[src/design/dsts_pkg.sv]
// shared widths, codes and types for the disk seek total scheduler
`default_nettype none
package dsts_pkg;
	localparam int MAX_REQUESTS = 256;
	localparam int TRACK_BITS   = 16;
	localparam int SEEK_W       = 24;
	localparam int IDX_W        = $clog2(MAX_REQUESTS);
	localparam int CNT_W        = IDX_W + 1;
	localparam int CFG_IDX_W    = 1;
	localparam int CFG_DATA_W   = 16;

	// configuration register indexes
	localparam logic [CFG_IDX_W-1:0] REG_POLICY = 1'b0;
	localparam logic [CFG_IDX_W-1:0] REG_START  = 1'b1;

	typedef enum logic [1:0] {
		POL_FCFS  = 2'd0,
		POL_SSTF  = 2'd1,
		POL_LOOK  = 2'd2,
		POL_CLOOK = 2'd3
	} policy_t;

	typedef enum logic [3:0] {
		ST_LOAD = 4'b0001,
		ST_SCAN = 4'b0010,
		ST_FIN  = 4'b0100,
		ST_EMIT = 4'b1000
	} state_t;

	// closing steps of the look sweeps
	typedef enum logic [2:0] {
		FS_UP   = 3'b001,
		FS_DOWN = 3'b010,
		FS_WRAP = 3'b100
	} fin_step_t;

	typedef logic [TRACK_BITS-1:0] track_t;
	typedef logic [SEEK_W-1:0]     seek_t;
endpackage
`default_nettype wire

[src/design/dsts_req_if.sv]
// request channel: one track request per item
`default_nettype none
interface dsts_req_if import dsts_pkg::*; ();
	logic   valid;
	logic   ready;
	track_t track;
	logic   last;

	modport source (output valid, output track, output last, input ready);
	modport sink (input valid, input track, input last, output ready);
endinterface
`default_nettype wire

[src/design/dsts_res_if.sv]
// result channel: total head travel of one list per item
`default_nettype none
interface dsts_res_if import dsts_pkg::*; ();
	logic  valid;
	logic  ready;
	seek_t head_travel;
	logic  overflow;

	modport source (output valid, output head_travel, output overflow, input ready);
	modport sink (input valid, input head_travel, input overflow, output ready);
endinterface
`default_nettype wire

[src/design/disk_seek_total_scheduler.sv]
// disk seek total scheduler: request store, scan sequencer and shared distance unit
// requests load at one item per cycle while in the load state; after the last item a scan runs
// over the store through one distance/compare unit and one read port: one pass for FCFS, one
// pass plus closing steps for LOOK and C-LOOK, n scans of n entries each for SSTF (n stored requests)
// no item is taken from the last item until the total moves to the output register
// reset: asynchronous active low, clears control, count and drop flag; marks reload per item
`default_nettype none
module disk_seek_total_scheduler
	import dsts_pkg::*;
(
	input  wire logic                  clk,
	input  wire logic                  arst_n,
	input  wire logic                  cfg_we,
	input  wire logic [CFG_IDX_W-1:0]  cfg_idx,
	input  wire logic [CFG_DATA_W-1:0] cfg_wdata,
	dsts_req_if.sink                   req,
	dsts_res_if.source                 res
);
	// configuration
	policy_t policy_q;
	track_t  start_q;

	// control
	state_t              state_q;
	fin_step_t           fin_q;
	logic [CNT_W-1:0]    cnt_q;
	logic                drop_q;
	logic [CNT_W-1:0]    idx_q;
	logic [CNT_W-1:0]    rnd_q;
	logic                rd_vld_s1;
	logic [IDX_W-1:0]    rd_idx_s1;

	// datapath
	track_t           rdata_s1;
	logic             srv_s1;
	track_t           pos_q;
	seek_t            sum_q;
	logic             found_q;
	track_t           best_q;
	logic [IDX_W-1:0] pick_q;
	track_t           val_q;
	logic             hi_any_q;
	track_t           hi_max_q;
	logic             lo_any_q;
	track_t           lo_min_q;
	track_t           lo_max_q;

	// output register
	logic  out_vld_q;
	seek_t out_seek_q;
	logic  out_ovf_q;

	// request store and served marks
	track_t mem [MAX_REQUESTS];
	logic   served_mem [MAX_REQUESTS];

	logic             in_acc;
	logic             full;
	logic             issue;
	logic [CNT_W-1:0] cnt_m1;
	logic [IDX_W-1:0] last_idx;
	logic             scan_last;
	logic             is_look;
	logic             circ;
	track_t           pos_up;
	track_t           alu_a;
	track_t           alu_b;
	logic             alu_ge;
	track_t           alu_d;
	track_t           add_op;
	logic [SEEK_W:0]  sum_add;
	seek_t            sum_sat;
	logic             elem_ok;
	logic             take;
	logic             cand_found;
	track_t           cand_best;
	logic [IDX_W-1:0] cand_pick;
	track_t           cand_val;
	logic             mark_we;
	logic             emit_go;

	assign in_acc    = req.valid && req.ready;
	assign req.ready = (state_q == ST_LOAD);
	assign full      = (cnt_q == CNT_W'(MAX_REQUESTS));
	assign issue     = (state_q == ST_SCAN) && (idx_q != cnt_q);
	assign cnt_m1    = cnt_q - CNT_W'(1);
	assign last_idx  = cnt_m1[IDX_W-1:0];
	assign scan_last = rd_vld_s1 && (rd_idx_s1 == last_idx);
	assign is_look   = (policy_q == POL_LOOK) || (policy_q == POL_CLOOK);
	assign circ      = (policy_q == POL_CLOOK);
	assign pos_up    = hi_any_q ? hi_max_q : start_q;
	assign emit_go   = (state_q == ST_EMIT) && (!out_vld_q || res.ready);

	// shared distance unit operand select
	always_comb begin
		alu_a = rdata_s1;
		alu_b = is_look ? start_q : pos_q;
		if (state_q == ST_FIN) begin
			case (fin_q)
				FS_UP: begin
					alu_a = pos_up;
					alu_b = start_q;
				end
				FS_DOWN: begin
					alu_a = pos_q;
					alu_b = lo_min_q;
				end
				FS_WRAP: begin
					alu_a = lo_max_q;
					alu_b = lo_min_q;
				end
				default: begin
					alu_a = pos_q;
					alu_b = pos_q;
				end
			endcase
		end
	end

	// absolute distance and saturating accumulate
	assign alu_ge  = (alu_a >= alu_b);
	assign alu_d   = alu_ge ? (alu_a - alu_b) : (alu_b - alu_a);
	assign add_op  = (state_q == ST_SCAN && policy_q == POL_SSTF) ? cand_best : alu_d;
	assign sum_add = {1'b0, sum_q} + {{(SEEK_W + 1 - TRACK_BITS){1'b0}}, add_op};
	assign sum_sat = sum_add[SEEK_W] ? {SEEK_W{1'b1}} : sum_add[SEEK_W-1:0];

	// nearest-candidate update for shortest seek first
	assign elem_ok    = rd_vld_s1 && !srv_s1;
	assign take       = elem_ok && (!found_q || (alu_d < best_q));
	assign cand_found = found_q || elem_ok;
	assign cand_best  = take ? alu_d : best_q;
	assign cand_pick  = take ? rd_idx_s1 : pick_q;
	assign cand_val   = take ? rdata_s1 : val_q;
	assign mark_we    = (state_q == ST_SCAN) && (policy_q == POL_SSTF) && scan_last && cand_found;

	// store write and registered read
	always_ff @(posedge clk) begin
		if (in_acc && !full) begin
			mem[cnt_q[IDX_W-1:0]] <= req.track;
		end
		if (issue) begin
			rdata_s1 <= mem[idx_q[IDX_W-1:0]];
		end
	end

	// served marks: cleared as each request loads, set when shortest seek first serves it
	always_ff @(posedge clk) begin
		if (in_acc && !full) begin
			served_mem[cnt_q[IDX_W-1:0]] <= 1'b0;
		end else if (mark_we) begin
			served_mem[cand_pick] <= 1'b1;
		end
		if (issue) begin
			srv_s1 <= served_mem[idx_q[IDX_W-1:0]];
		end
	end

	// configuration registers
	always_ff @(posedge clk or negedge arst_n) begin
		if (!arst_n) begin
			policy_q <= POL_FCFS;
			start_q  <= '0;
		end else if (cfg_we) begin
			case (cfg_idx)
				REG_POLICY: policy_q <= policy_t'(cfg_wdata[1:0]);
				REG_START:  start_q  <= cfg_wdata[TRACK_BITS-1:0];
				default: ;
			endcase
		end
	end

	// sequencer and datapath
	always_ff @(posedge clk or negedge arst_n) begin
		if (!arst_n) begin
			state_q    <= ST_LOAD;
			fin_q      <= FS_UP;
			cnt_q      <= '0;
			drop_q     <= 1'b0;
			idx_q      <= '0;
			rnd_q      <= '0;
			rd_vld_s1  <= 1'b0;
			rd_idx_s1  <= '0;
			pos_q      <= '0;
			sum_q      <= '0;
			found_q    <= 1'b0;
			best_q     <= '0;
			pick_q     <= '0;
			val_q      <= '0;
			hi_any_q   <= 1'b0;
			hi_max_q   <= '0;
			lo_any_q   <= 1'b0;
			lo_min_q   <= '0;
			lo_max_q   <= '0;
			out_vld_q  <= 1'b0;
			out_seek_q <= '0;
			out_ovf_q  <= 1'b0;
		end else begin
			rd_vld_s1 <= issue;
			rd_idx_s1 <= idx_q[IDX_W-1:0];
			if (issue) begin
				idx_q <= idx_q + CNT_W'(1);
			end
			// output valid: set on hand-over, cleared once taken
			if (emit_go) begin
				out_vld_q <= 1'b1;
			end else if (res.ready) begin
				out_vld_q <= 1'b0;
			end

			case (state_q)
				ST_LOAD: begin
					if (in_acc) begin
						if (full) begin
							drop_q <= 1'b1;
						end else begin
							cnt_q <= cnt_q + CNT_W'(1);
						end
						if (req.last) begin
							state_q  <= ST_SCAN;
							idx_q    <= '0;
							rnd_q    <= '0;
							sum_q    <= '0;
							pos_q    <= start_q;
							found_q  <= 1'b0;
							hi_any_q <= 1'b0;
							lo_any_q <= 1'b0;
							fin_q    <= FS_UP;
						end
					end
				end

				ST_SCAN: begin
					if (cnt_q == '0) begin
						state_q <= is_look ? ST_FIN : ST_EMIT;
					end else begin
						case (policy_q)
							POL_FCFS: begin
								if (rd_vld_s1) begin
									sum_q <= sum_sat;
									pos_q <= rdata_s1;
								end
								if (scan_last) begin
									state_q <= ST_EMIT;
								end
							end
							POL_SSTF: begin
								if (scan_last) begin
									found_q <= 1'b0;
									if (cand_found) begin
										sum_q <= sum_sat;
										pos_q <= cand_val;
									end
									if (rnd_q == cnt_m1) begin
										state_q <= ST_EMIT;
									end else begin
										rnd_q <= rnd_q + CNT_W'(1);
										idx_q <= '0;
									end
								end else if (rd_vld_s1) begin
									found_q <= cand_found;
									best_q  <= cand_best;
									pick_q  <= cand_pick;
									val_q   <= cand_val;
								end
							end
							default: begin
								// split into requests at or above the start track and below it
								if (rd_vld_s1) begin
									if (alu_ge) begin
										hi_any_q <= 1'b1;
										if (!hi_any_q || rdata_s1 > hi_max_q) begin
											hi_max_q <= rdata_s1;
										end
									end else begin
										lo_any_q <= 1'b1;
										if (!lo_any_q || rdata_s1 < lo_min_q) begin
											lo_min_q <= rdata_s1;
										end
										if (!lo_any_q || rdata_s1 > lo_max_q) begin
											lo_max_q <= rdata_s1;
										end
									end
								end
								if (scan_last) begin
									state_q <= ST_FIN;
								end
							end
						endcase
					end
				end

				ST_FIN: begin
					case (fin_q)
						FS_UP: begin
							sum_q <= sum_sat;
							pos_q <= pos_up;
							fin_q <= FS_DOWN;
						end
						FS_DOWN: begin
							if (lo_any_q) begin
								sum_q <= sum_sat;
							end
							if (circ) begin
								fin_q <= FS_WRAP;
							end else begin
								state_q <= ST_EMIT;
							end
						end
						default: begin
							if (lo_any_q) begin
								sum_q <= sum_sat;
							end
							state_q <= ST_EMIT;
						end
					endcase
				end

				ST_EMIT: begin
					// hand the total to the output register and clear the list
					if (emit_go) begin
						out_seek_q <= sum_q;
						out_ovf_q  <= drop_q;
						cnt_q      <= '0;
						drop_q     <= 1'b0;
						state_q    <= ST_LOAD;
					end
				end

				default: begin
					state_q <= ST_LOAD;
				end
			endcase
		end
	end

	assign res.valid       = out_vld_q;
	assign res.head_travel = out_seek_q;
	assign res.overflow    = out_ovf_q;

	// checks
	a_last_starts_scan: assert property (@(posedge clk) disable iff (!arst_n)
		(in_acc && req.last) |=> (state_q == ST_SCAN))
		else $error("last item did not start a scan");

	a_emit_clears_list: assert property (@(posedge clk) disable iff (!arst_n)
		emit_go |=> (cnt_q == '0 && !drop_q && out_vld_q))
		else $error("list state not cleared on result");

	a_count_bound: assert property (@(posedge clk) disable iff (!arst_n)
		cnt_q <= CNT_W'(MAX_REQUESTS))
		else $error("request count beyond store depth");

	a_round_bound: assert property (@(posedge clk) disable iff (!arst_n)
		(state_q == ST_SCAN && policy_q == POL_SSTF && cnt_q != '0) |-> (rnd_q < cnt_q))
		else $error("more rounds than stored requests");
endmodule
`default_nettype wire
[src/flat_wrapper.sv]
// flat-port wrapper written by rule: the top's interface ports become plain ports
module disk_seek_total_scheduler_flat import dsts_pkg::*;
  (clk, arst_n, cfg_we, cfg_idx, cfg_wdata, req_valid, req_track, req_last, req_ready, res_valid, res_head_travel, res_overflow, res_ready);
  dsts_req_if req_i ();
  dsts_res_if res_i ();
  input  wire logic clk;
  input  wire logic arst_n;
  input  wire logic cfg_we;
  input  wire logic [CFG_IDX_W-1:0] cfg_idx;
  input  wire logic [CFG_DATA_W-1:0] cfg_wdata;
  input wire logic [$bits(req_i.valid)-1:0] req_valid;
  input wire logic [$bits(req_i.track)-1:0] req_track;
  input wire logic [$bits(req_i.last)-1:0] req_last;
  output wire logic [$bits(req_i.ready)-1:0] req_ready;
  output wire logic [$bits(res_i.valid)-1:0] res_valid;
  output wire logic [$bits(res_i.head_travel)-1:0] res_head_travel;
  output wire logic [$bits(res_i.overflow)-1:0] res_overflow;
  input wire logic [$bits(res_i.ready)-1:0] res_ready;
  assign req_i.valid = req_valid;
  assign req_i.track = req_track;
  assign req_i.last = req_last;
  assign req_ready = req_i.ready;
  assign res_valid = res_i.valid;
  assign res_head_travel = res_i.head_travel;
  assign res_overflow = res_i.overflow;
  assign res_i.ready = res_ready;
  disk_seek_total_scheduler u_core (.clk(clk), .arst_n(arst_n), .cfg_we(cfg_we), .cfg_idx(cfg_idx), .cfg_wdata(cfg_wdata), .req(req_i), .res(res_i));
endmodule
[config.mk]
export PLATFORM = sky130hd
export DESIGN_NAME = disk_seek_total_scheduler_flat
export DESIGN_NICKNAME = d
export VERILOG_FILES = /design/src/design/dsts_pkg.sv /design/src/design/dsts_req_if.sv /design/src/design/dsts_res_if.sv /design/src/design/disk_seek_total_scheduler.sv /design/src/flat_wrapper.sv
export SDC_FILE = /design/constraint.sdc
export NUM_CORES = 2
export LEC_CHECK = 0
export BUFFER_PORTS_ARGS = -buffer_cell sky130_fd_sc_hd__buf_4
export CAP_MARGIN = 20
export CORE_UTILIZATION = 40
export DETAILED_ROUTE_END_ITERATION = 16
export PLACE_DENSITY = 0.6
export SLEW_MARGIN = 20
export SYNTH_ARGS = -nofsm -noshare
export SYNTH_HDL_FRONTEND = slang
export SYNTH_MEMORY_MAX_BITS = 65536
export SYNTH_SLANG_ARGS = --single-unit
[constraint.sdc]
create_clock -name clk -period 9.8 [get_ports clk]
set_input_delay 0.49 -clock clk [delete_from_list [all_inputs] [get_ports clk]]
set_output_delay 0.49 -clock clk [all_outputs]
set_load 0.02 [all_outputs]
After elaboration in Yosys (flattened, before gate mapping)

Memory sizes are Yosys's and may differ from the RTL's. A register that Yosys moved wholly into a read port is not among the register bits.
Cells that the tools add are included.

Bits in registers: 219
Word-level logic and storage cells: 232
Input bits: 39
Memory bits (writable): 4352
Memories kept: 2
Output and inout bits: 27

Memory list:

| memory            | depth | bits a word | rd ports | clocked after Yosys merged registers in | wr ports | RTL line                        | RTL |
|---|---|---|---|---|---|---|---|
| u_core.mem        | 256   | 16          | 1        | 1                                       | 1        | disk_seek_total_scheduler.sv:54 | `track_t mem [MAX_REQUESTS];` |
| u_core.served_mem | 256   | 1           | 1        | 1                                       | 1        | disk_seek_total_scheduler.sv:55 | `logic served_mem [MAX_REQUESTS];` |

Muxes and demuxes: 99
Reduce and logical (&&, ||, !) cells: 50
Magnitude comparators: 5
Equality and inequality tests: 40
$add $sub $neg: 7
Bitwise operators: 5

Operators by type and width:

| operator                                      | number |
|---|---|
| two-way mux 16 bit                            | 15 |
| two-way mux 24 bit                            | 9 |
| two-way mux 9 bit                             | 16 |
| one-hot mux 16 bit (2 select lines)           | 3 |
| one-hot mux 24 bit (3 select lines)           | 1 |
| one-hot mux 9 bit (2 select lines)            | 3 |
| one-hot mux 16 bit (3 select lines)           | 1 |
| one-hot mux 24 bit (2 select lines)           | 1 |
| two-way mux 4 bit                             | 10 |
| > comparator 16 bit                           | 2 |
| less-than comparator 16 bit                   | 2 |
| subtractor 16 bit                             | 2 |
| AND reduction 7 bit                           | 4 |
| adder 9 x 1 -> 9 bit, second input constant   | 3 |
| two-way mux 1 bit                             | 26 |
| adder 24 x 16 -> 25 bit                       | 1 |
| AND reduction 6 bit                           | 4 |
| != test 2 bit, second input constant          | 11 |
| != test 3 x 2 -> 1 bit, second input constant | 6 |
| AND reduction 9 bit                           | 2 |
| >= comparator 16 bit                          | 1 |
| two-way mux 8 bit                             | 2 |
| one-hot mux 4 bit (2 select lines)            | 2 |
| one-hot mux 4 bit (4 select lines)            | 1 |
| other kinds (34)                              | 78 |

Depth between registers and ports, before layout

Depth after elaboration: 18
Gate-level depth with buffers: 43
Mapped depth without buffers: 36

Worst setup path before layout

OpenSTA, ideal clock, no wires.

Path type: register to register
From: register u_core.cnt_q[0]
To: memory u_core.served_mem[0], data pin
Data arrival time: 7701 ps
Library setup time: 1393 ps
Cell stages (with the launch flop): 9
Clock period less this slack: 9094 ps
Required time: 8407 ps
Path buffers: 1
Slack: 706 ps
Cell sequence: dfrtp_1 > buf_6 > inv_1 > ha_1 > nor3b_1 > xnor2_1 > nor3_1 > nand4_1 > nor2_1

Word-level cells in the longest chain between the ends: 10
Elaborated cells on any way between the ends: 13
Classes of those cells: 1 x add/sub; 2 x eq/ne; 4 x mux; 6 x reduce/logical

Ends and longest elaborated chain:

| item                                      | RTL line                         | RTL |
|---|---|---|
| from (decl)                               | disk_seek_total_scheduler.sv:26  | `logic [CNT_W-1:0] cnt_q;` |
| from (signal assigned)                    | disk_seek_total_scheduler.sv:216 | `cnt_q <= cnt_q + CNT_W'(1);` |
| subtractor 9 x 1 -> 9 bit                 | disk_seek_total_scheduler.sv:86  | `assign cnt_m1 = cnt_q - CNT_W'(1);` |
| == test 8 bit                             | disk_seek_total_scheduler.sv:88  | `assign scan_last = rd_vld_s1 && (rd_idx_s1 == last_idx);` |
| logical AND 1 bit                         | disk_seek_total_scheduler.sv:88  |  |
| logical AND 1 bit (2 in series)           | disk_seek_total_scheduler.sv:134 | `assign mark_we = (state_q == ST_SCAN) && (policy_q == POL_SSTF) && scan_last && cand_found;` |
| two-way mux 1 bit                         | disk_seek_total_scheduler.sv:150 | `end else if (mark_we) begin` |
| two-way mux 1 bit *                       | disk_seek_total_scheduler.sv:148 | `if (in_acc && !full) begin` |
| two-way mux 1 bit (implied by the code) * | disk_seek_total_scheduler.sv:151 | `served_mem[cand_pick] <= 1'b1;` |
| OR reduction 1 bit (no line) *            | n/a                              |  |
| two-way mux 1 bit (no line) *             | n/a                              |  |
| to (decl)                                 | disk_seek_total_scheduler.sv:55  |  |

Every way passes the cells marked *; elsewhere a longest branch is shown, timed or not.

Worst setup path after layout

From: register u_core.state_q[1]
To: register u_core.sum_q[5]

Word-level cells in the longest chain between the ends: 16
Elaborated cells on any way between the ends: 36
Classes of those cells: 3 x add/sub; 2 x order compare; 11 x eq/ne; 14 x mux; 6 x reduce/logical

Ends and longest elaborated chain:

| item                                                             | RTL line                                                           | RTL |
|---|---|---|
| from (decl)                                                      | disk_seek_total_scheduler.sv:24                                    | `state_t state_q;` |
| from (signal assigned)                                           | disk_seek_total_scheduler.sv:234                                   | `state_q <= is_look ? ST_FIN : ST_EMIT;` |
| == test 4 x 3 -> 1 bit                                           | disk_seek_total_scheduler.sv:98, disk_seek_total_scheduler.sv:210  |  |
| two-way mux 16 bit                                               | disk_seek_total_scheduler.sv:98                                    | `if (state_q == ST_FIN) begin` |
| subtractor 16 bit / >= comparator 16 bit (equally long branches) | disk_seek_total_scheduler.sv:122, disk_seek_total_scheduler.sv:121 |  |
| two-way mux 16 bit                                               | disk_seek_total_scheduler.sv:122                                   | `assign alu_d = alu_ge ? (alu_a - alu_b) : (alu_b - alu_a);` |
| less-than comparator 16 bit                                      | disk_seek_total_scheduler.sv:129                                   | `assign take = elem_ok && (!found_q \|\| (alu_d < best_q));` |
| logical OR 1 bit                                                 | disk_seek_total_scheduler.sv:129                                   |  |
| logical AND 1 bit                                                | disk_seek_total_scheduler.sv:129                                   |  |
| two-way mux 16 bit                                               | disk_seek_total_scheduler.sv:131                                   | `assign cand_best = take ? alu_d : best_q;` |
| two-way mux 16 bit                                               | disk_seek_total_scheduler.sv:123                                   | `assign add_op = (state_q == ST_SCAN && policy_q == POL_SSTF) ? cand_best : alu_d;` |
| adder 24 x 16 -> 25 bit                                          | disk_seek_total_scheduler.sv:124                                   | `assign sum_add = {1'b0, sum_q} + {{(SEEK_W + 1 - TRACK_BITS){1'b0}}, add_op};` |
| two-way mux 24 bit                                               | disk_seek_total_scheduler.sv:125                                   | `assign sum_sat = sum_add[SEEK_W] ? {SEEK_W{1'b1}} : sum_add[SEEK_W-1:0];` |
| two-way mux 24 bit                                               | disk_seek_total_scheduler.sv:249                                   | `if (cand_found) begin` |
| two-way mux 24 bit                                               | disk_seek_total_scheduler.sv:247                                   | `if (scan_last) begin` |
| one-hot mux 24 bit (2 select lines)                              | disk_seek_total_scheduler.sv:236                                   | `case (policy_q)` |
| two-way mux 24 bit                                               | disk_seek_total_scheduler.sv:233                                   | `if (cnt_q == '0) begin` |
| one-hot mux 24 bit (3 select lines)                              | disk_seek_total_scheduler.sv:210                                   | `case (state_q)` |
| to (signal assigned)                                             | disk_seek_total_scheduler.sv:239                                   | `sum_q <= sum_sat;` |
| to (signal assigned)                                             | disk_seek_total_scheduler.sv:250                                   | `sum_q <= sum_sat;` |
| to (signal assigned)                                             | disk_seek_total_scheduler.sv:295                                   | `sum_q <= sum_sat;` |
| to (decl)                                                        | disk_seek_total_scheduler.sv:37                                    | `seek_t sum_q;` |

Several ways; a longest one is shown, not always the timed one. The select of a mux whose other input is x is not followed.
A chain may end at the register's enable or synchronous reset.

==> summary.txt <==
Run status
  – Status: finished, final reports clean

GRT
  – GRT Util Overall: 0.226
  – Initial antenna violation count: 37
  – Largest net degree at the start of global routing: between 150 and 200
  – Vias in the first global route: roughly 97,000
  – Grt ovf: 0
  – First-pass GRT wire length: between 700,000 and 800,000 um

Pwr
  – NetSw: ~17 mW
  – Power share of the combinational group: 0.269
  – Sw frac: 0.307
  – Peak VDD IR: 203 uV
  – Power share of the clock group: 0.325
  – Leak Pwr: 67.4 nW
  – Power Density: between 200 and 300 nW/um^2
  – P_int: 38.1 mW
  – Flop pwr share: 0.405
  – Design Power: approximately 55 mW

Clock tree
  – Cts bufs inserted: roughly 460
  – Worst skew pair latency: roughly 1.1 ns
  – Clock-pin transition on the worst setup and hold timing paths: approximately 0.060 ns
  – Clk sinks: approximately 4,600
  – Clock Path Buffers: 4
  – Clk root buf: clkbuf_16
  – CTS tree: yes
  – H-tree depth: 5

Critical path
  – Worst r2r path cells: 34
  – Max FO, Critical Path: 29
  – CP Launch Point: u_core.state_q[1]
  – Data arrival, critical path: between 9 and 10 ns
  – CP Class: reg -> reg
  – Crit. End Element: flop
  – R2R Path End: u_core.sum_q[5]
  – Crit-path slowest cell: or4b_2
  – Req. time, crit path: about 11 ns
  – Top cell by count, worst path: o21ai_0
  – Worst r2r src: u_core.state_q[1]
  – Reg2reg setup slack: 0.72 ns
  – Crit path launch type: flop
  – Critical path's largest stage delay: 0.97 ns
  – Crit path capture: u_core.sum_q[5]

Placed design
  – Inst Count DP: 15,600
  – Placed Area: 194,000 um^2
  – RD Place Congestion: roughly 0.87
  – # port buffers: 65
  – HPWL Detailed: 317,000 um

Drt
  – DR pass1 iterations: 6
  – DRC: 0
  – DR vias: just under 100k
  – Drt initial violations: roughly 13,000
  – WL final: 532,000 um
  – Vias per cell: 5.93
  – Final antenna-violating net count: 0
  – DR WL/cell: approximately 32 um

Logic synthesis
  – Dominant synthesized flop cell: edfxtp_1
  – Syn avg cell area: 19.4 um^2
  – Area leader, netlist: edfxtp_1
  – Gate Count Post-Synth: between 9,000 and 10,000
  – Syn Nets: around 9,700
  – EDFF count, synth: 4,369
  – Largest cells by area after synthesis: edfxtp_1 71%, mux4_2 13%, dfrtp_1 3.0%
  – Ys Warns: 0
  – Post-synthesis cell type count: 93
  – Ys async rst share: 0.0477
  – Yosys top cell area share: 0.713
  – Synthesized flop and latch total: about 4,600
  – List of most frequent post-synthesis cells: 4,369 x edfxtp_1, 1,035 x mux4_2, 702 x nor2_1
  – Mapped Area: around 180,000 um^2
  – Most frequent cell after synthesis: edfxtp_1
  – Post-synthesis sequential area ratio: 0.743

STA
  – Hold Slack: 0.0765 ns
  – Count of final max-slew check failures: 0
  – Fmax: about 0.11 GHz
  – Fin crit share: 0.926
  – Hold Fails Final Rpt: 0
  – Final setup viols: 0
  – Rel. slew slack: 0.165
  – Slew @ Worst Pin: between 1 and 1.5 ns
  – Post-layout minimum cycle time: 9.08 ns
  – Setup tns final: 0 ns
  – Post-route clock skew: roughly 0.08 ns
  – RSZ-0062 raised after global routing: no

Floorplanning
  – I/O pin count: 66
  – # rows: roughly 250
  – DIE AREA: ~460,000 um^2
  – Horiz. Die Dim: slightly below 700 um
  – Chip Height: approximately 700 um
  – Starting Density: 0.403
  – Core area: roughly 460,000 um^2

Layout
  – Final std cells w/o fill: around 16,000
  – Sequential cell area: 137,000 um^2
  – Area growth, synth to finish: 14.1%
  – Layout cells sized above 1: 0.248
  – Area occupied by multi-input gates: roughly 45,000 um^2
  – Fill cells: between 30,000 and 40,000
  – Final #Nets: roughly 10,000
  – Final Cell Area: approximately 210,000 um^2

Job
  – Max_cap viols: 0

Worst hold path
  – Worst Hold Launch: req_track[11]
  – Hold crit path type: in -> reg
==> through the flow <==
step                      utilization  setup slack (ns)
after floorplan                     -             0.706
after global placement          0.424             0.566
after detailed placement        0.425             0.487
after CTS                       0.459             0.415
after global routing            0.459            0.0815
final                           0.459             0.723
==> sequential cells by signal (all words and copies together) (netlist names), 9 cells and up <==
name	flops
u_core.best_q	16
u_core.cnt_q	9
u_core.hi_max_q	16
u_core.idx_q	9
u_core.lo_max_q	16
u_core.lo_min_q	16
u_core.mem	4096
u_core.pos_q	16
u_core.rdata_s1	16
u_core.res.head_travel	24
u_core.rnd_q	9
u_core.served_mem	256
u_core.start_q	16
u_core.sum_q	24
u_core.val_q	16
==> final cells by class <==
cell class | instances | area share
flip-flops and latches | 4588 | 0.651
multi-input cells | 4232 | 0.215
clock buffers | 564 | 0.0572
well taps | 6125 | 0.0365
repair buffers | 536 | 0.0219
clock inverters | 297 | 0.0156
inverters | 118 | 0.00221
diodes | 17 | 0.000203
==> layout by cell type, fill, tap and decap left out, drive strengths merged, types with 24 or more instances in the layout <==
master	instances
a22oi	56
ha	116
mux2i	426
nor2	702
nor2b	30
xnor2	43
a221oi	45
nand2b	32
dfrtp	217
o221ai	180
o22ai	154
mux4	1035
clkbuf	571
bufinv	58
mux2	126
edfxtp	4369
nand2	348
dlygate4sd3	34
nor3	114
a211oi	24
a21oi	220
inv	135
nand4	30
nand3	63
buf	495
xor2	26
o21ai	142
a21o	24
clkinv	204
==> worst min path at each step <==
| stage | slack [ns] | to | cells after the start |
|---|---|---|---|
| 2_1_floorplan | 0.19 | u_core.best_q[0] | 0 |
| 3_3_place_gp | 0.46 | u_core.res.overflow | 2 |
| 3_5_place_dp | 0.47 | u_core.res.head_travel[8] | 2 |
| 4_1_cts | 0.05 | u_core.mem[142][5] | 1 |
| 5_1_grt | 0.08 | u_core.mem[123][11] | 1 |
| 6_report | 0.08 | u_core.mem[152][11] | 1 |
==> what timing repair did <==
item,CTS,global route
hold buffers,34,0
hold endpoints to repair,383,0
gates resized for setup,0,3
buffers inserted,0,0
endpoints found under the setup margin,0,24
==> metal layers <==
| metal | global-route usage | up-vias | routed length (um) |
|---|---|---|---|
| met5 | 0 | - | 109 |
| li1 | - | 39900 | - |
| met2 | 0.362 | 4807 | 253000 |
| met3 | 0.0435 | 820 | 48100 |
| met1 | 0.312 | 52200 | 212000 |
| met4 | 0.0739 | 16 | 18700 |
==> power groups by stage <==
stage                     Clock (mW)  Sequential (mW)  Combinational, mW
after CTS                       18.1             22.3               14.8
after floorplan                    0             22.4               9.78
after global placement             0             22.7               14.7
final                           17.9             22.3               14.8
after detailed placement           0             22.7               14.7
after global routing            18.8             22.3               15.6
==> worst max-delay path: cells and delay by family, from the launching register on <==
kind                     cells  cell delay, ns
AO/OA/AOI/OAI               15            4.29
AND/OR/NAND/NOR              8            1.78
adder cells (fa/ha/maj)      4            1.10
buffers and inverters        5            0.82
flip-flops                   1            0.46
multiplexers                 1            0.28
XOR/XNOR                     1            0.17
==> cells by family after synthesis <==
kind of cell	synth area share
xor+xnor	0.00353
compound gates	0.0382
fa+ha+maj	0.00821
flops	0.743
buf+inv	0.0157
mux	0.158
simple gates	0.0340
Note: power is estimated with default switching activity, not from simulation.
